File: src/sv/macs_pkg.sv
// ----------------------------------------------------------------------------
// macs_pkg
// Shared types and constants of the moving-average crossover signal block.
// ----------------------------------------------------------------------------
package macs_pkg;

  localparam int SYM_W      = 16;
  localparam int PRICE_IN_W = 32;
  localparam int LEN_REG_W  = 9;
  localparam int DIR_W      = 2;
  localparam int CFG_IDX_W  = 2;
  localparam int CFG_DATA_W = 16;

  localparam logic [CFG_IDX_W-1:0] CFG_IDX_SYMBOL = 2'd0;
  localparam logic [CFG_IDX_W-1:0] CFG_IDX_SHORT  = 2'd1;
  localparam logic [CFG_IDX_W-1:0] CFG_IDX_LONG   = 2'd2;

  localparam logic [SYM_W-1:0]     SYMBOL_RESET = 16'd0;
  localparam logic [LEN_REG_W-1:0] SHORT_RESET  = 9'd5;
  localparam logic [LEN_REG_W-1:0] LONG_RESET   = 9'd20;

  localparam int QUEUE_DEPTH = 8;
  localparam int QPTR_W      = $clog2(QUEUE_DEPTH);
  localparam int QCNT_W      = $clog2(QUEUE_DEPTH + 1);

  typedef enum logic [1:0] {
    ORD_EQUAL = 2'd0,
    ORD_ABOVE = 2'd1,
    ORD_BELOW = 2'd2
  } order_t;

  typedef enum logic [1:0] {
    POS_FLAT  = 2'd0,
    POS_LONG  = 2'd1,
    POS_SHORT = 2'd2
  } pos_t;

  typedef enum logic [DIR_W-1:0] {
    DIR_EXIT = 2'd0,
    DIR_BUY  = 2'd1,
    DIR_SELL = 2'd2
  } dir_t;

  // One evaluated tick handed from the front to the back.
  typedef struct packed {
    logic   valid;
    order_t order;
  } ord_req_t;

endpackage

File: src/sv/macs_if.sv


interface macs_sig_if import macs_pkg::*; ();
  logic             valid;
  logic             ready;
  logic [DIR_W-1:0] direction;
  logic             last_of_run;

  modport source (output valid, output direction, output last_of_run, input ready);
  modport sink   (input valid, input direction, input last_of_run, output ready);
endinterface

File: src/sv/macs_back.sv
// ----------------------------------------------------------------------------
// macs_back
// Signal issuer: tracks order and position, emits exit/buy/sell results.
// ----------------------------------------------------------------------------
module macs_back import macs_pkg::*; (
  input  logic        clk,
  input  logic        rst_n,
  input  ord_req_t    head,
  output logic        pop,
  macs_sig_if.source  out_ch
);

  order_t prev_r,      prev_nxt;
  pos_t   pos_r,       pos_nxt;
  logic   pend_r,      pend_nxt;
  dir_t   pend_dir_r,  pend_dir_nxt;
  logic   out_valid_r, out_valid_nxt;
  dir_t   out_dir_r,   out_dir_nxt;
  logic   out_last_r,  out_last_nxt;

  logic   can_load;
  logic   up_cross;
  logic   dn_cross;
  logic   need_exit;
  dir_t   sig_dir;

  assign can_load  = !out_valid_r || out_ch.ready;
  assign up_cross  = (head.order == ORD_ABOVE) && (prev_r != ORD_ABOVE);
  assign dn_cross  = (head.order == ORD_BELOW) && (prev_r != ORD_BELOW);
  assign need_exit = (up_cross && pos_r == POS_SHORT) || (dn_cross && pos_r == POS_LONG);
  assign sig_dir   = up_cross ? DIR_BUY : DIR_SELL;

  always_comb begin
    pop           = 1'b0;
    prev_nxt      = prev_r;
    pos_nxt       = pos_r;
    pend_nxt      = pend_r;
    pend_dir_nxt  = pend_dir_r;
    out_valid_nxt = out_valid_r && !out_ch.ready;
    out_dir_nxt   = out_dir_r;
    out_last_nxt  = out_last_r;
    if (pend_r) begin
      // second result of an exit-and-reverse tick
      if (can_load) begin
        out_valid_nxt = 1'b1;
        out_dir_nxt   = pend_dir_r;
        out_last_nxt  = 1'b1;
        pend_nxt      = 1'b0;
      end
    end else if (head.valid) begin
      if (!up_cross && !dn_cross) begin
        // no result: just record the order
        pop      = 1'b1;
        prev_nxt = head.order;
      end else if (can_load) begin
        pop           = 1'b1;
        prev_nxt      = head.order;
        pos_nxt       = up_cross ? POS_LONG : POS_SHORT;
        out_valid_nxt = 1'b1;
        if (need_exit) begin
          out_dir_nxt  = DIR_EXIT;
          out_last_nxt = 1'b0;
          pend_nxt     = 1'b1;
          pend_dir_nxt = sig_dir;
        end else begin
          out_dir_nxt  = sig_dir;
          out_last_nxt = 1'b1;
        end
      end
    end
  end

  always_ff @(posedge clk) begin
    if (!rst_n) begin
      prev_r      <= ORD_EQUAL;
      pos_r       <= POS_FLAT;
      pend_r      <= 1'b0;
      out_valid_r <= 1'b0;
    end else begin
      prev_r      <= prev_nxt;
      pos_r       <= pos_nxt;
      pend_r      <= pend_nxt;
      out_valid_r <= out_valid_nxt;
    end
  end

  always_ff @(posedge clk) begin
    pend_dir_r <= pend_dir_nxt;
    out_dir_r  <= out_dir_nxt;
    out_last_r <= out_last_nxt;
  end

  assign out_ch.valid       = out_valid_r;
  assign out_ch.direction   = out_dir_r;
  assign out_ch.last_of_run = out_last_r;

endmodule

File: src/flat_wrapper.sv
// flat-port wrapper written by rule: the top's interface ports become plain ports
module macs_back_flat import macs_pkg::*;
  (clk, rst_n, head, pop, out_ch_valid, out_ch_direction, out_ch_last_of_run, out_ch_ready);
  macs_sig_if out_ch_i ();
  input  logic clk;
  input  logic rst_n;
  input  ord_req_t head;
  output logic pop;
  output wire logic [$bits(out_ch_i.valid)-1:0] out_ch_valid;
  output wire logic [$bits(out_ch_i.direction)-1:0] out_ch_direction;
  output wire logic [$bits(out_ch_i.last_of_run)-1:0] out_ch_last_of_run;
  input wire logic [$bits(out_ch_i.ready)-1:0] out_ch_ready;
  assign out_ch_valid = out_ch_i.valid;
  assign out_ch_direction = out_ch_i.direction;
  assign out_ch_last_of_run = out_ch_i.last_of_run;
  assign out_ch_i.ready = out_ch_ready;
  macs_back u_core (.clk(clk), .rst_n(rst_n), .head(head), .pop(pop), .out_ch(out_ch_i));
endmodule
File: config.mk
export PLATFORM = sky130hd
export DESIGN_NAME = macs_back_flat
export DESIGN_NICKNAME = d
export VERILOG_FILES = /design/src/sv/macs_pkg.sv /design/src/sv/macs_if.sv /design/src/sv/macs_back.sv /design/src/flat_wrapper.sv
export SDC_FILE = /design/constraint.sdc
export NUM_CORES = 1
export LEC_CHECK = 0
export ABC_CLOCK_PERIOD_IN_PS = 4800
export BUFFER_PORTS_ARGS = -buffer_cell sky130_fd_sc_hd__buf_2
export CORE_AREA = 4 4 41 43
export CTS_CLUSTER_SIZE = 8
export DETAILED_ROUTE_END_ITERATION = 8
export DIE_AREA = 0 0 45 47
export PLACE_DENSITY = 0.67
export SLEW_MARGIN = 40
export SYNTH_ARGS = -nofsm -noshare
export SYNTH_HDL_FRONTEND = slang
export SYNTH_SLANG_ARGS = --single-unit
File: constraint.sdc
create_clock -name clk -period 4.8 [get_ports clk]
set_clock_uncertainty 0.2 [all_clocks]
set_input_delay 0.24 -clock clk [delete_from_list [all_inputs] [get_ports clk]]
set_output_delay 0.24 -clock clk [all_outputs]
set_load 0.01 [all_outputs]
* Word level (Yosys, flattened, before mapping) *
Index checks and enable logic that the tools add are counted.

cells by class
  muxes and demuxes = 29
  $add $sub $neg = 0
  reduce and logical (&&, ||, !) cells = 18
  shifts and indexed selects = 0
  equal/unequal tests = 7
  $lt $le $gt $ge = 0
  bitwise logic cells = 2
  multipliers = 0
  div/mod/pow operators = 0

operators by type and width
  operator                                                                  count
  1-bit two-way mux                                                         20
  2-bit two-way mux                                                         9
  1-bit logical AND                                                         6
  3-bit AND reduction                                                       2
  5-bit AND reduction                                                       1
  2-bit by 1-bit == test with 1-bit output (second input constant)          2
  2-bit == test (second input constant)                                     2
  1-bit logical NOT                                                         4
  2-bit by 1-bit inequality test with 1-bit output (second input constant)  2
  4-bit AND reduction                                                       1
  2-bit nonzero test                                                        2
  1-bit logical OR                                                          2
  2-bit inequality test (second input constant)                             1
  1-bit NOT                                                                 2

storage, ports and cells
  output and inout port bits = 5
  input port bits = 6
  memory bits (read-only) = 0
  bits in registers = 11
  bits in latches = 0
  RAM bits = 0
  logic and storage cells = 63
  memories = 0

* Logic depth before layout (Yosys ltp) *
  depth in word-level cells = 9
  mapped depth = 5
  depth with buffers taken out = 4

* Worst setup path after synthesis *
No wires, ideal clock.

  path type = reg2reg
  start = register u_core.prev_r[0]
  end = register u_core.pend_dir_r[0], enable pin
  library setup time = 0.297 ns
  buffers on the path = 0
  period minus slack after synthesis = 1.576 ns
  cell stages (with the launch flop) = 5
  required time = 4.303 ns
  setup slack = 3.224 ns
  arrival time = 1.079 ns
  cells stage by stage = dfxtp_1 -> and2b_4 -> nor4b_4 -> a21o_2 -> and2_1

on the way
  word-level cells in the longest chain between the ends = 6

ends and longest elaborated chain
  what                                                                                              RTL line                          source
  from (decl)                                                                                       macs_back.sv:13                   order_t prev_r, prev_nxt;
  from (signal assigned)                                                                            macs_back.sv:80                   prev_r <= prev_nxt;
  2-bit by 1-bit inequality test with 1-bit output / 2-bit inequality test (equally long branches)  macs_back.sv:28, macs_back.sv:29
  1-bit logical AND (on tied branches)                                                              macs_back.sv:28, macs_back.sv:29
  1-bit logical NOT                                                                                 macs_back.sv:51                   if (!up_cross && !dn_cross) begin
  1-bit logical AND                                                                                 macs_back.sv:51
  1-bit NOT (no line)                                                                               n/a
  5-bit AND reduction (no line) (*)                                                                 n/a
  to (signal assigned)                                                                              macs_back.sv:88                   pend_dir_r <= pend_dir_nxt;
  to (decl)                                                                                         macs_back.sv:16                   dir_t pend_dir_r, pend_dir_nxt;

Every way passes the cells marked *; elsewhere a longest branch is shown, timed or not.
A chain may end at the register's enable or synchronous reset.

* Final worst setup path *
  start = register u_core.out_valid_r, in the netlist u_core.out_ch.valid
  end = output pop

on the way
  word-level cells in the longest chain between the ends = 6

ends and longest elaborated chain
  what                    RTL line           source
  from (decl)             macs_back.sv:17    logic out_valid_r, out_valid_nxt;
  from (signal assigned)  macs_back.sv:83    out_valid_r <= out_valid_nxt;
  1-bit logical NOT       macs_back.sv:27    assign can_load = !out_valid_r || out_ch.ready;
  1-bit logical OR        macs_back.sv:27
  1-bit two-way mux       macs_back.sv:55    end else if (can_load) begin
  1-bit two-way mux       macs_back.sv:51
  1-bit two-way mux       macs_back.sv:50    end else if (head.valid) begin
  1-bit two-way mux       macs_back.sv:42    if (pend_r) begin
  to (decl)               flat_wrapper.sv:8  output logic pop;

Every way passes these cells.

==> flow_summary.ini <==
[run]
drv_cap = 0

[power]
power_per_cell_area_nw_per_um2 = 304
ir_drop_mv = 0.132
power_leakage_nw = 0.255
total_power_w = 0.000202

[clock_tree]
path_clk_slew_ns = 0.07
cts_tree = built
cts-root-buf = clkbuf_4
cts.sinks = 11
clock_path_buffers = 2
cts_setup_buffers = 0
numCtsBuffers = 3
htreeDepth = 1
ctsHoldBuffers = 0
cts.repair.resized = 0
clock_latency_ns = 0.27

[setup_path]
rrSetupSlack_ns = 3.05
path_cells = nor2b_1, a21oi_1, buf_2
cp-start-kind = register
cp.required_ns = 4.36
endpoint_kind = output pin
crit_fanout = 9
crit_type = reg2out
slowest_delay_ns = 0.55
cp_top_family = simple AND/OR/NAND/NOR gates
cp_num_buf_inv = 1
crit_arrival_ns = 1.44
cp_slowest_cell = nor2b_1

[place]
dp_cells = 78
place_congestion = 0.734
dp_hpwl_um = 747
portBuffers = 10
dpl_cell_area_um2 = 639

[floorplanning]
die_w_um = 45
core_um2 = 1300
fp.dieArea_um2 = 2120
dieHeight_um = 47
num_rows = 13
start_util = 0.459
ios = 11

[cells_and_area]
final_cell_area_um2 = 666
final_cells = 82
drive_above_1_share = 0.328
fill_cells = 138
final_nets = 74
n_antenna_cell = 0
syn_to_final_growth_pct = 11.5

[synth]
synth_top_area_cell = edfxtp_1
yosys-top-cells-area = edfxtp_1 (25%), dfxtp_1 (20%), nand2b_1 (4.2%)
synth_edf_count = 5
ys_types = 31
yosysSeqAreaShare = 0.453
syn_area_um2 = 597
yosys-top-cells-count = dfxtp_1 (6), nand2_1 (6), edfxtp_1 (5), nand2b_1 (4), nor3_1 (3)
syn-num-nets = 62
ys_ff_latch = 11
async_reset_ff_frac = 0
yosysWarnings = 0
synth_ff_type = dfxtp_1
synth_cells = 56
avgSynthCellArea_um2 = 10.7
synth_top_area_share = 0.252

[sta]
maxSlewHeadroom = 0.554
drv_slew = 0
fin_crit_sh = 0.392
tightest_slew_ns = 0.668
fmax_mhz = 532
period_minus_slack_ns = 1.88
grt_setup_unrepaired = no
hold_ws_ns = 0.0882
finalSetupViolations = 0
hold_viol_final = 0
fin_tns_setup_ns = 0

[drt]
drcViolationCount = 0
vias_per_cell = 5.35
ant_nets = 0
first_pass_iters = 4
routed_wl_um = 990
wire_per_inst_um = 12.1
vias = 439
drt_iter0_drc = 18

[global_route]
grt_use_met2 = 0.164
grt_pass1_wl_um = 1730
antenna_found_initial = 0
grt-ovfl-total = 0
grt_util_met3 = 0.0460
first_global_vias = 394
grt_util_met1 = 0.161
grt_max_degree = 13
grt_usage = 0.118
grt_busiest_layer = met2

[outcome]
outcome = complete, no violations

[worst_hold_path]
min_path_type = in2reg
[registers in the layout (all words and copies together), names as in the netlist]
register,count
u_core.out_ch.direction,2
u_core.pend_r,1
u_core.out_ch.last_of_run,1
u_core.prev_r,2
u_core.out_ch.valid,1
u_core.pos_r,2
u_core.pend_dir_r,2
[power breakdown]
part	switching, W	leakage [nW]	internal [W]
logic	0.0000181	0.146	0.0000140
clock network	0.0000312	0.0150	0.0000322
registers	0.00000366	0.0938	0.000103
total	0.0000530	0.255	0.000149
[stage by stage]
step                       util  setup slack [ns]
final                     0.512              2.92
after detailed placement  0.491              3.05
after floorplan               -              3.22
after CTS                 0.512              2.91
after global routing      0.512              2.79
after global placement    0.491              3.07
[cell usage in the layout, fill, tap and decap left out, types with 2 or more instances in the layout]
cell type  instances
edfxtp_1           5
clkbuf_4           3
nor3_1             3
buf_2             10
nand4_1            2
nand2_1            6
o311ai_1           2
nand2b_1           4
a21oi_1            2
dfxtp_1            6
inv_1              2
a31oi_1            2
[worst register-to-register path, delay by kind of cell (launching register included)]
family	cells	cell delay [ns]
flops	1	0.32
simple gates	4	1.00
[layout make-up]
| type | instances | area (um^2) | area share |
|---|---|---|---|
| multi-input combinational | 40 | 293 | 0.440 |
| sequential | 11 | 270 | 0.406 |
| timing repair buffer | 10 | 50.0 | 0.0752 |
| clock buffer | 4 | 26.3 | 0.0395 |
| tap | 15 | 18.8 | 0.0282 |
| inverter | 2 | 7.51 | 0.0113 |
[layer usage]
layer	wire, um	up-vias
met3	89	2
met2	383	19
met5	0	-
li1	-	228
met1	502	190
met4	15	0
[logic make-up after synthesis]
kind of cell	share of synthesized area
AND/OR/NAND/NOR	0.287
AO/OA/AOI/OAI	0.203
flip-flops	0.453
buffers and inverters	0.0566
[worst paths after layout]
| kind | depth (start not counted) | to | from |
|---|---|---|---|
| setup / recovery | 3 | pop | u_core.out_ch.valid |
| hold / removal | 3 | u_core.prev_r[1] | head[1] |
| setup reg to reg | 4 | u_core.pend_dir_r[0] | u_core.out_ch.valid |
| hold reg to reg | 2 | u_core.pos_r[0] | u_core.pos_r[0] |
No activity file was read; power rests on OpenSTA's default activity.
