### src/sv/macs_pkg.sv
// ----------------------------------------------------------------------------
// macs_pkg
// Shared types and constants of the moving-average crossover signal block.
// ----------------------------------------------------------------------------
package macs_pkg;

  localparam int SYM_W      = 16;
  localparam int PRICE_IN_W = 32;
  localparam int LEN_REG_W  = 9;
  localparam int DIR_W      = 2;
  localparam int CFG_IDX_W  = 2;
  localparam int CFG_DATA_W = 16;

  localparam logic [CFG_IDX_W-1:0] CFG_IDX_SYMBOL = 2'd0;
  localparam logic [CFG_IDX_W-1:0] CFG_IDX_SHORT  = 2'd1;
  localparam logic [CFG_IDX_W-1:0] CFG_IDX_LONG   = 2'd2;

  localparam logic [SYM_W-1:0]     SYMBOL_RESET = 16'd0;
  localparam logic [LEN_REG_W-1:0] SHORT_RESET  = 9'd5;
  localparam logic [LEN_REG_W-1:0] LONG_RESET   = 9'd20;

  localparam int QUEUE_DEPTH = 8;
  localparam int QPTR_W      = $clog2(QUEUE_DEPTH);
  localparam int QCNT_W      = $clog2(QUEUE_DEPTH + 1);

  typedef enum logic [1:0] {
    ORD_EQUAL = 2'd0,
    ORD_ABOVE = 2'd1,
    ORD_BELOW = 2'd2
  } order_t;

  typedef enum logic [1:0] {
    POS_FLAT  = 2'd0,
    POS_LONG  = 2'd1,
    POS_SHORT = 2'd2
  } pos_t;

  typedef enum logic [DIR_W-1:0] {
    DIR_EXIT = 2'd0,
    DIR_BUY  = 2'd1,
    DIR_SELL = 2'd2
  } dir_t;

  // One evaluated tick handed from the front to the back.
  typedef struct packed {
    logic   valid;
    order_t order;
  } ord_req_t;

endpackage

### src/sv/macs_queue.sv
// ----------------------------------------------------------------------------
// macs_queue
// Short FIFO of classified ticks between the front and the signal issuer.
// ----------------------------------------------------------------------------
module macs_queue import macs_pkg::*; (
  input  logic              clk,
  input  logic              rst_n,
  input  ord_req_t          push,
  input  logic              pop,
  output ord_req_t          head,
  output logic [QCNT_W-1:0] level
);

  order_t            q_mem_r [QUEUE_DEPTH];
  logic [QPTR_W-1:0] wr_ptr_r;
  logic [QPTR_W-1:0] rd_ptr_r;
  logic [QCNT_W-1:0] count_r;
  logic              do_pop;

  // The front never pushes without room, so push needs no full check.
  assign do_pop = pop && (count_r != '0);

  always_ff @(posedge clk) begin
    if (push.valid) begin
      q_mem_r[wr_ptr_r] <= push.order;
    end
  end

  always_ff @(posedge clk) begin
    if (!rst_n) begin
      wr_ptr_r <= '0;
      rd_ptr_r <= '0;
      count_r  <= '0;
    end else begin
      if (push.valid) begin
        wr_ptr_r <= (wr_ptr_r == QPTR_W'(QUEUE_DEPTH - 1)) ? '0 : wr_ptr_r + QPTR_W'(1);
      end
      if (do_pop) begin
        rd_ptr_r <= (rd_ptr_r == QPTR_W'(QUEUE_DEPTH - 1)) ? '0 : rd_ptr_r + QPTR_W'(1);
      end
      count_r <= count_r + QCNT_W'(push.valid) - QCNT_W'(do_pop);
    end
  end

  assign head.valid = count_r != '0;
  assign head.order = q_mem_r[rd_ptr_r];
  assign level      = count_r;

endmodule

### config.mk
export PLATFORM = sky130hd
export DESIGN_NAME = macs_queue
export DESIGN_NICKNAME = d
export VERILOG_FILES = /design/src/sv/macs_pkg.sv /design/src/sv/macs_queue.sv
export SDC_FILE = /design/constraint.sdc
export NUM_CORES = 1
export LEC_CHECK = 0
export BUFFER_PORTS_ARGS = -buffer_cell sky130_fd_sc_hd__buf_2
export CORE_MARGIN = 2
export CORE_UTILIZATION = 41
export DETAILED_ROUTE_END_ITERATION = 8
export SYNTH_ARGS = -nofsm -noshare
export SYNTH_HDL_FRONTEND = slang
export SYNTH_SLANG_ARGS = --single-unit
### constraint.sdc
create_clock -name clk -period 3 [get_ports clk]
set_input_delay 0.15 -clock clk [delete_from_list [all_inputs] [get_ports clk]]
set_output_delay 0.15 -clock clk [all_outputs]
set_load 0.02 [all_outputs]
Word-level counts from Yosys, hierarchy flattened
Memory sizes are Yosys's and may differ from the RTL's. A register that Yosys moved wholly into a read port is not among the register bits.
Cells that the tools add are included.
Widths: inputs -> output; s select.
{"block": "totals", "ff_bits": 10, "ram_bits": 16, "word_cells": 18, "memories": 1}
{"memory": "q_mem_r", "depth": 8, "word_bits": 2, "rd": 1, "rd_ports_with_merged_regs": 1, "write_ports": 1, "line_no": "macs_queue.sv:14", "source": "order_t q_mem_r [QUEUE_DEPTH];"}
{"block": "op_classes", "n_addsub": 4, "n_eq_ne": 2, "muxes": 6, "reduce_logical": 2}
{"operator": "$mux 3", "n": 4}
{"operator": "$add 3x1->3 const B", "n": 2}
{"operator": "$eq 3x3->1 const B", "n": 2}
{"operator": "$add 4x1->4", "n": 1}
{"operator": "$reduce_bool 4->1", "n": 1}
{"operator": "$sub 4x1->4", "n": 1}
{"operator": "$mux 1", "n": 2}
{"operator": "$logic_and 1x1->1", "n": 1}

Longest topological paths before layout
Gate-level depths: netlist (run 1).
{"block": "depth", "word_depth": 4, "mapped_depth": 9, "depth_no_buf": 9}

Least setup slack after synthesis (run 1)
No wires, ideal clock.
{"block": "synth_path", "path_type": "reg-to-reg", "start": "reg count_r[2] (netlist: level[2])", "end": "reg count_r[2] (netlist: level[2])", "setup_ps": 115, "arrival_time_ps": 2293, "slack_ps": 592, "stages_incl_launch_ff": 10, "n_path_buf": 0, "cell_sequence": "dfxtp_1 > inv_1 > ha_1 > or3b_2 > nand2_2 > mux2i_1 > ha_1 > fa_1 > xor2_1 > and2_1"}
{"item": "start, declared", "line_no": "macs_queue.sv:17", "source": "logic [QCNT_W-1:0] count_r;"}
{"item": "start signal, assigned", "line_no": "macs_queue.sv:41", "source": "count_r <= count_r + QCNT_W'(push.valid) - QCNT_W'(do_pop);"}

Worst setup path in the final report (run 1)
{"block": "layout_path", "start": "reg count_r[2] (netlist: level[2])", "end": "reg count_r[2] (netlist: level[2])"}
{"block": "layout_between", "elab_chain_cells": 3, "elab_cells_between_ends": 4, "classes_between": "2 x add/sub; 2 x reduce/logical"}
{"item": "parallel branches: the longest is 2 deep, another holds $add 4x1->4"}
{"item": "$sub 4x1->4 (*)", "line_no": "macs_queue.sv:41"}
Every way passes the cells marked *.
A chain may end at the register's enable or synchronous reset.

==> metrics, run 1 <==
Synth Area in XOR/XNOR=0.00673; Tightest Pin Transition=around 0.33 ns; mapped cell area=roughly 1300 µm²; Num CTS Buffers=5; NumNets Final=around 130; synthesis-to-finish area growth=12.8%; Reg2Reg Depth=9; share of the synthesized area in the top cell type=0.369; Buffers on Ports=12; final worst slack=0.650 ns; post-DR wirelength/cell=approximately 13 µm; gpl congestion=between 0.7 and 0.8; CP max-delay cell=or3b_2; die width=just over 60 µm; Worst path top cell family by delay=simple AND/OR/NAND/NOR gates; FP Rows=20; Via Count=between 700 and 800; Yosys reg bits=29; Buffers & Inverters on Critical Path=1; CP endpoint kind=flip-flop; post-synthesis compound-gate area fraction=0.0144; worst relative slew slack=0.781; fmax=around 430 MHz; Worst Path Required=3.21 ns; syn_area_per_cell=roughly 13 µm²; Post-Syn Nets=112; share of cells above drive strength 1=0.200; maximum number of pins on one net before global-route repair=15; final core occ=0.485; Max Slew Vio Count=0; commonest cells after routing, fill and taps aside=16 x edfxtp_1, 13 x dfxtp_1, 12 x buf_2, 10 x mux2i_1, 10 x nand2_1; worst vdd ir=~420 µV; Iter 0 DRT Violations=5; hold buffers post-CTS=0; Post-Layout Cell Count=about 160; I/O pins=13; post-cts resize count=0; Tcrit/Tclk final=0.783; Pre-antenna DRT Iters=4; root buffer cell=clkbuf_4; Clk pin slew, worst setup/hold paths=approximately 0.09 ns; Core Area=between 3000 and 4000 µm²; crit path max fanout=8; cell area after layout=approximately 1500 µm²; # Max-Cap Violations=0; total grt overflow=0; clock sink count=29; via/cell ratio=between 4 and 5; commonest non-fill, non-tap cell in the layout=edfxtp_1; CP dominant cell by count=ha_1; Synth Area in Simple Gates=0.125; cell taking the most area after synthesis=edfxtp_1; fraction of the mapped netlist area in adder cells=0.0923; DP Cell Count=151; pwr dens=between 700 and 800 nW/µm²; DRC errors left=0; pre-CTS setup slack=around 0.64 ns; TNS Setup=0 ns; CTS tree=yes; Area after DPL=1410 µm²; die area=~3600 µm²; min cycle time layout=~2.4 ns; vias in the first global route=836; Final ANT Viol Nets=0; synthesized netlist cell count=97; Pleak=~0.00060 µW; Ys Warns=0; Hold Path Class=input port to flip-flop; DP HPWL=approximately 1500 µm; Crit path largest cell delay=roughly 0.46 ns; WL final=between 1500 and 2000 µm; first-pass GRT wire length=between 3000 and 4000 µm; hold depth=1; WP depth=9; post-synthesis sequential area ratio=0.569; Final Hold Fails=0; n_diodes=0; Max H-tree Level=2; largest family of logic cells by synthesized area=multiplexers; status=finished, final reports clean; Total Routing Usage GR=0.140; Die Y=~60 µm; Final Setup Violations=0; Initial Util=0.430; Post-CTS Setup Inserts=0; CP Cell Sequence=inv_1 -> ha_1 -> or3b_2 -> nand2_2 -> mux2i_1 -> ha_1 -> fa_1 -> xor2_1 -> and2_1; clk buf depth=2; Synth cell types=23; ranking of synthesized cells by area=edfxtp_1 37%, dfxtp_1 20%, mux4_1 8.1%; Clk Latency, worst-skew pair=between 0.3 and 0.4 ns; CP Launch Type=flip-flop; post-synthesis mux area share=0.175; clock skew=between 0.006 and 0.007 ns; Crit Path Class=flip-flop to flip-flop; RSZ-0062 raised after global routing=no; arrival time worst endpoint=about 2.6 ns; initial antenna violation count=0
report_power, final:
part,total (µW),switching (µW),internal (µW)
clock network,238,123,115
logic,349,183,166
registers,498,34.0,464
stage by stage:
step	power (µW)	hold slack, ns
floorplan	768	0.249
global placement	850	0.427
detailed placement	863	0.439
CTS	1100	0.102
global route	1170	0.101
finish	1090	0.106
path summary, 6_finish.rpt:
| path | from | endpoint | slack (ns) |
|---|---|---|---|
| max | level[2] | level[2] | 0.65 |
| min | push[0] | q_mem_r[5][0] | 0.11 |
| max reg2reg | level[2] | level[2] | 0.65 |
| min reg2reg | rd_ptr_r[2] | flip-flop | 0.50 |
cells in the mapped netlist:
cell type,instances
nand2_1,10
nor2_1,8
ha_1,8
clkbuf_1,2
nor2b_1,2
nand2b_1,3
dfxtp_1,13
inv_1,4
fa_1,1
edfxtp_1,16
or2_2,1
a21o_1,1
xor2_1,1
nand3b_1,1
nand2_2,1
nor3_1,2
a21oi_1,1
mux2i_1,10
mux4_1,4
and2_1,4
or3b_2,1
mux2_2,2
o22ai_1,1
logic make-up (layout without fill, tap and decap cells):
family                     after synthesis  count (layout)
xor gates and xnor gates                 1               1
and+or+nand+nor                         33              33
buffers and inverters                    6              24
muxes                                   16              16
AOI/OAI and AO/OA                        3               3
DFF                                     29              29
adders and majority gates                9               9
routing by layer:
layer	part of all wire	wire length (µm)	track usage
met5	0	0	0
met4	0.020	40	0.0571
met3	0.039	77	0.0640
met2	0.49	973	0.233
met1	0.45	899	0.156
cell type report:
cell class | instances | area, µm²
clock buffer | 8 | 58.8
fill | 288 | 1560
multi-input combinational | 62 | 538
inverter | 4 | 15.0
timing repair buffer | 12 | 60.1
tap | 44 | 55.1
sequential | 29 | 741
Power figures use the tool's default switching activity.
==> run 2: changes to the inputs <==
==> constraint.sdc (replaced) <==
create_clock -name clk -period 2.4 [get_ports clk]
set_input_delay 0.12 -clock clk [delete_from_list [all_inputs] [get_ports clk]]
set_output_delay 0.12 -clock clk [all_outputs]
set_load 0.02 [all_outputs]
==> run 2 against run 1 <==
  * Via count is 0.27% higher
  * Combinational power up 28%
  * Sequential cell count unchanged
  * Power up 24%
  * Sequential power rose by 25%
  * Sequential share of layout area down 0.17 points
  * Setup slack worse by 0.44 ns
  * Critical endpoint unchanged
==> metrics, run 2 (synthesized netlist as in run 1, its figures left out) <==
status=finished, final reports clean; synthesis-to-finish area growth=13.2%; Max Slew Vio Count=0 (unchanged); DP HPWL=1450 µm (-4.0%); commonest non-fill, non-tap cell in the layout=edfxtp_1; Clk Latency, worst-skew pair=0.32 ns (about the same); I/O pins=13 (unchanged); Buffers on Ports=12 (unchanged); clock sink count=29 (unchanged); Final Hold Fails=0 (unchanged); worst relative slew slack=0.784 (+0.00335); CP endpoint kind=flip-flop; post-DR wirelength/cell=12.1 µm (-3.5%); via/cell ratio=4.73 (-0.36%); RSZ-0062 raised after global routing=no; Core Area=3030 µm² (unchanged); FP Rows=20 (unchanged); Clk pin slew, worst setup/hold paths=0.09 ns (about the same); gpl congestion=0.719 (-1.5%); Tightest Pin Transition=0.321 ns (-0.00499 ns); Final ANT Viol Nets=0 (unchanged); hold buffers post-CTS=0 (unchanged); initial antenna violation count=0 (unchanged); Pleak=0.000607 µW (+1.3%); first-pass GRT wire length=3440 µm (-3.1%); Total Routing Usage GR=0.134 (-0.00580); number of fill cells=275 (-4.5%); crit path max fanout=3 (-5); WL final=1930 µm (-2.9%); Hold Path Class=input port to flip-flop; die area=3640 µm² (unchanged); Max H-tree Level=2 (unchanged); worst vdd ir=472 µV (+13%); Tot Pwr=1340 µW (+24%); n_diodes=0 (unchanged); commonest cells after routing, fill and taps aside=16 x edfxtp_1, 13 x dfxtp_1, 12 x buf_2, 10 x mux2i_1, 10 x nand2_1; Pre-antenna DRT Iters=4 (unchanged); total grt overflow=0 (unchanged); Final Setup Violations=0 (unchanged); clk buf depth=2 (unchanged); CP Launch Type=flip-flop; Worst Path Required=2.62 ns (-0.59 ns); clock skew=0.00835 ns (+0.00216 ns); vias in the first global route=791 (-5.4%); die width=60.3 µm (unchanged); Post-CTS Setup Inserts=0 (unchanged); Iter 0 DRT Violations=33 (+28); post-cts resize count=0 (unchanged); TNS Setup=0 ns (unchanged); CTS tree=yes; maximum number of pins on one net before global-route repair=15 (unchanged); Via Count=756 (+0.27%); NumNets Final=130 (+0.78%); root buffer cell=clkbuf_4; Num CTS Buffers=5 (unchanged); # Max-Cap Violations=0 (unchanged); min cycle time layout=2.19 ns (-0.160 ns); Die Y=60.3 µm (unchanged); fmax=457 MHz (+7.3%); Initial Util=0.430 (unchanged); share of cells above drive strength 1=0.216 (+0.0155); Tcrit/Tclk final=0.912 (+0.129); pwr dens=913 nW/µm² (+23%); DRC errors left=0 (unchanged); arrival time worst endpoint=2.41 ns (-0.15 ns); Crit Path Class=flip-flop to flip-flop
[run 2: layer usage]
metal | up-vias | GRT usage | wire length [µm]
met4 | 0 | 0.0889 | 40
met1 | 353 | 0.163 | 941
met5 | - | 0 | 0
li1 | 388 | - | -
met3 | 6 | 0.0405 | 80
met2 | 9 | 0.207 | 871
[run 2: critical path, cell delays in order, from the launching register on]
cell,delay [ns]
dfxtp_1,0.32
inv_1,0.07
ha_1,0.14
or3b_2,0.48
nand2_4,0.09
mux2i_1,0.07
ha_1,0.22
fa_1,0.41
xor2_1,0.14
and2_1,0.14
[run 2: power breakdown]
group,switching [µW],total (µW),internal [µW]
Clock,163,274,111
Sequential,42.9,623,580
Combinational,231,448,217
[run 2: final timing paths]
path              slack, ns   startpoint  cells past startpoint            end
setup / recovery       0.21     level[2]                      9       level[2]
hold / removal         0.07      push[0]                      1  q_mem_r[6][0]
setup reg to reg       0.21     level[2]                      9       level[2]
hold reg to reg        0.51  rd_ptr_r[2]                      2    rd_ptr_r[2]
[run 2: cell type report]
class	count	area, µm²	area share
clock buffer	6	41.3	0.0280
tap	44	55.1	0.0374
clock inverter	2	10.0	0.00680
inverter	4	15.0	0.0102
multi-input combinational	62	543	0.369
timing repair buffer	13	67.6	0.0459
sequential	29	741	0.503
[run 2: per-stage QoR]
| step | worst slack, ns | hold WS, ns | std cells | util | instance area, µm² |
|---|---|---|---|---|---|
| 2_1_floorplan | 0.0308 | 0.219 | 97 | - | 1310 |
| 3_3_place_gp | 0.262 | 0.402 | 152 | 0.469 | 1420 |
| 3_5_place_dp | 0.206 | 0.413 | 152 | 0.469 | 1420 |
| 4_1_cts | 0.189 | 0.0704 | 160 | 0.486 | 1470 |
| 5_1_grt | 0.0954 | 0.0800 | 160 | 0.486 | 1470 |
| 6_report | 0.210 | 0.0716 | 160 | 0.486 | 1470 |
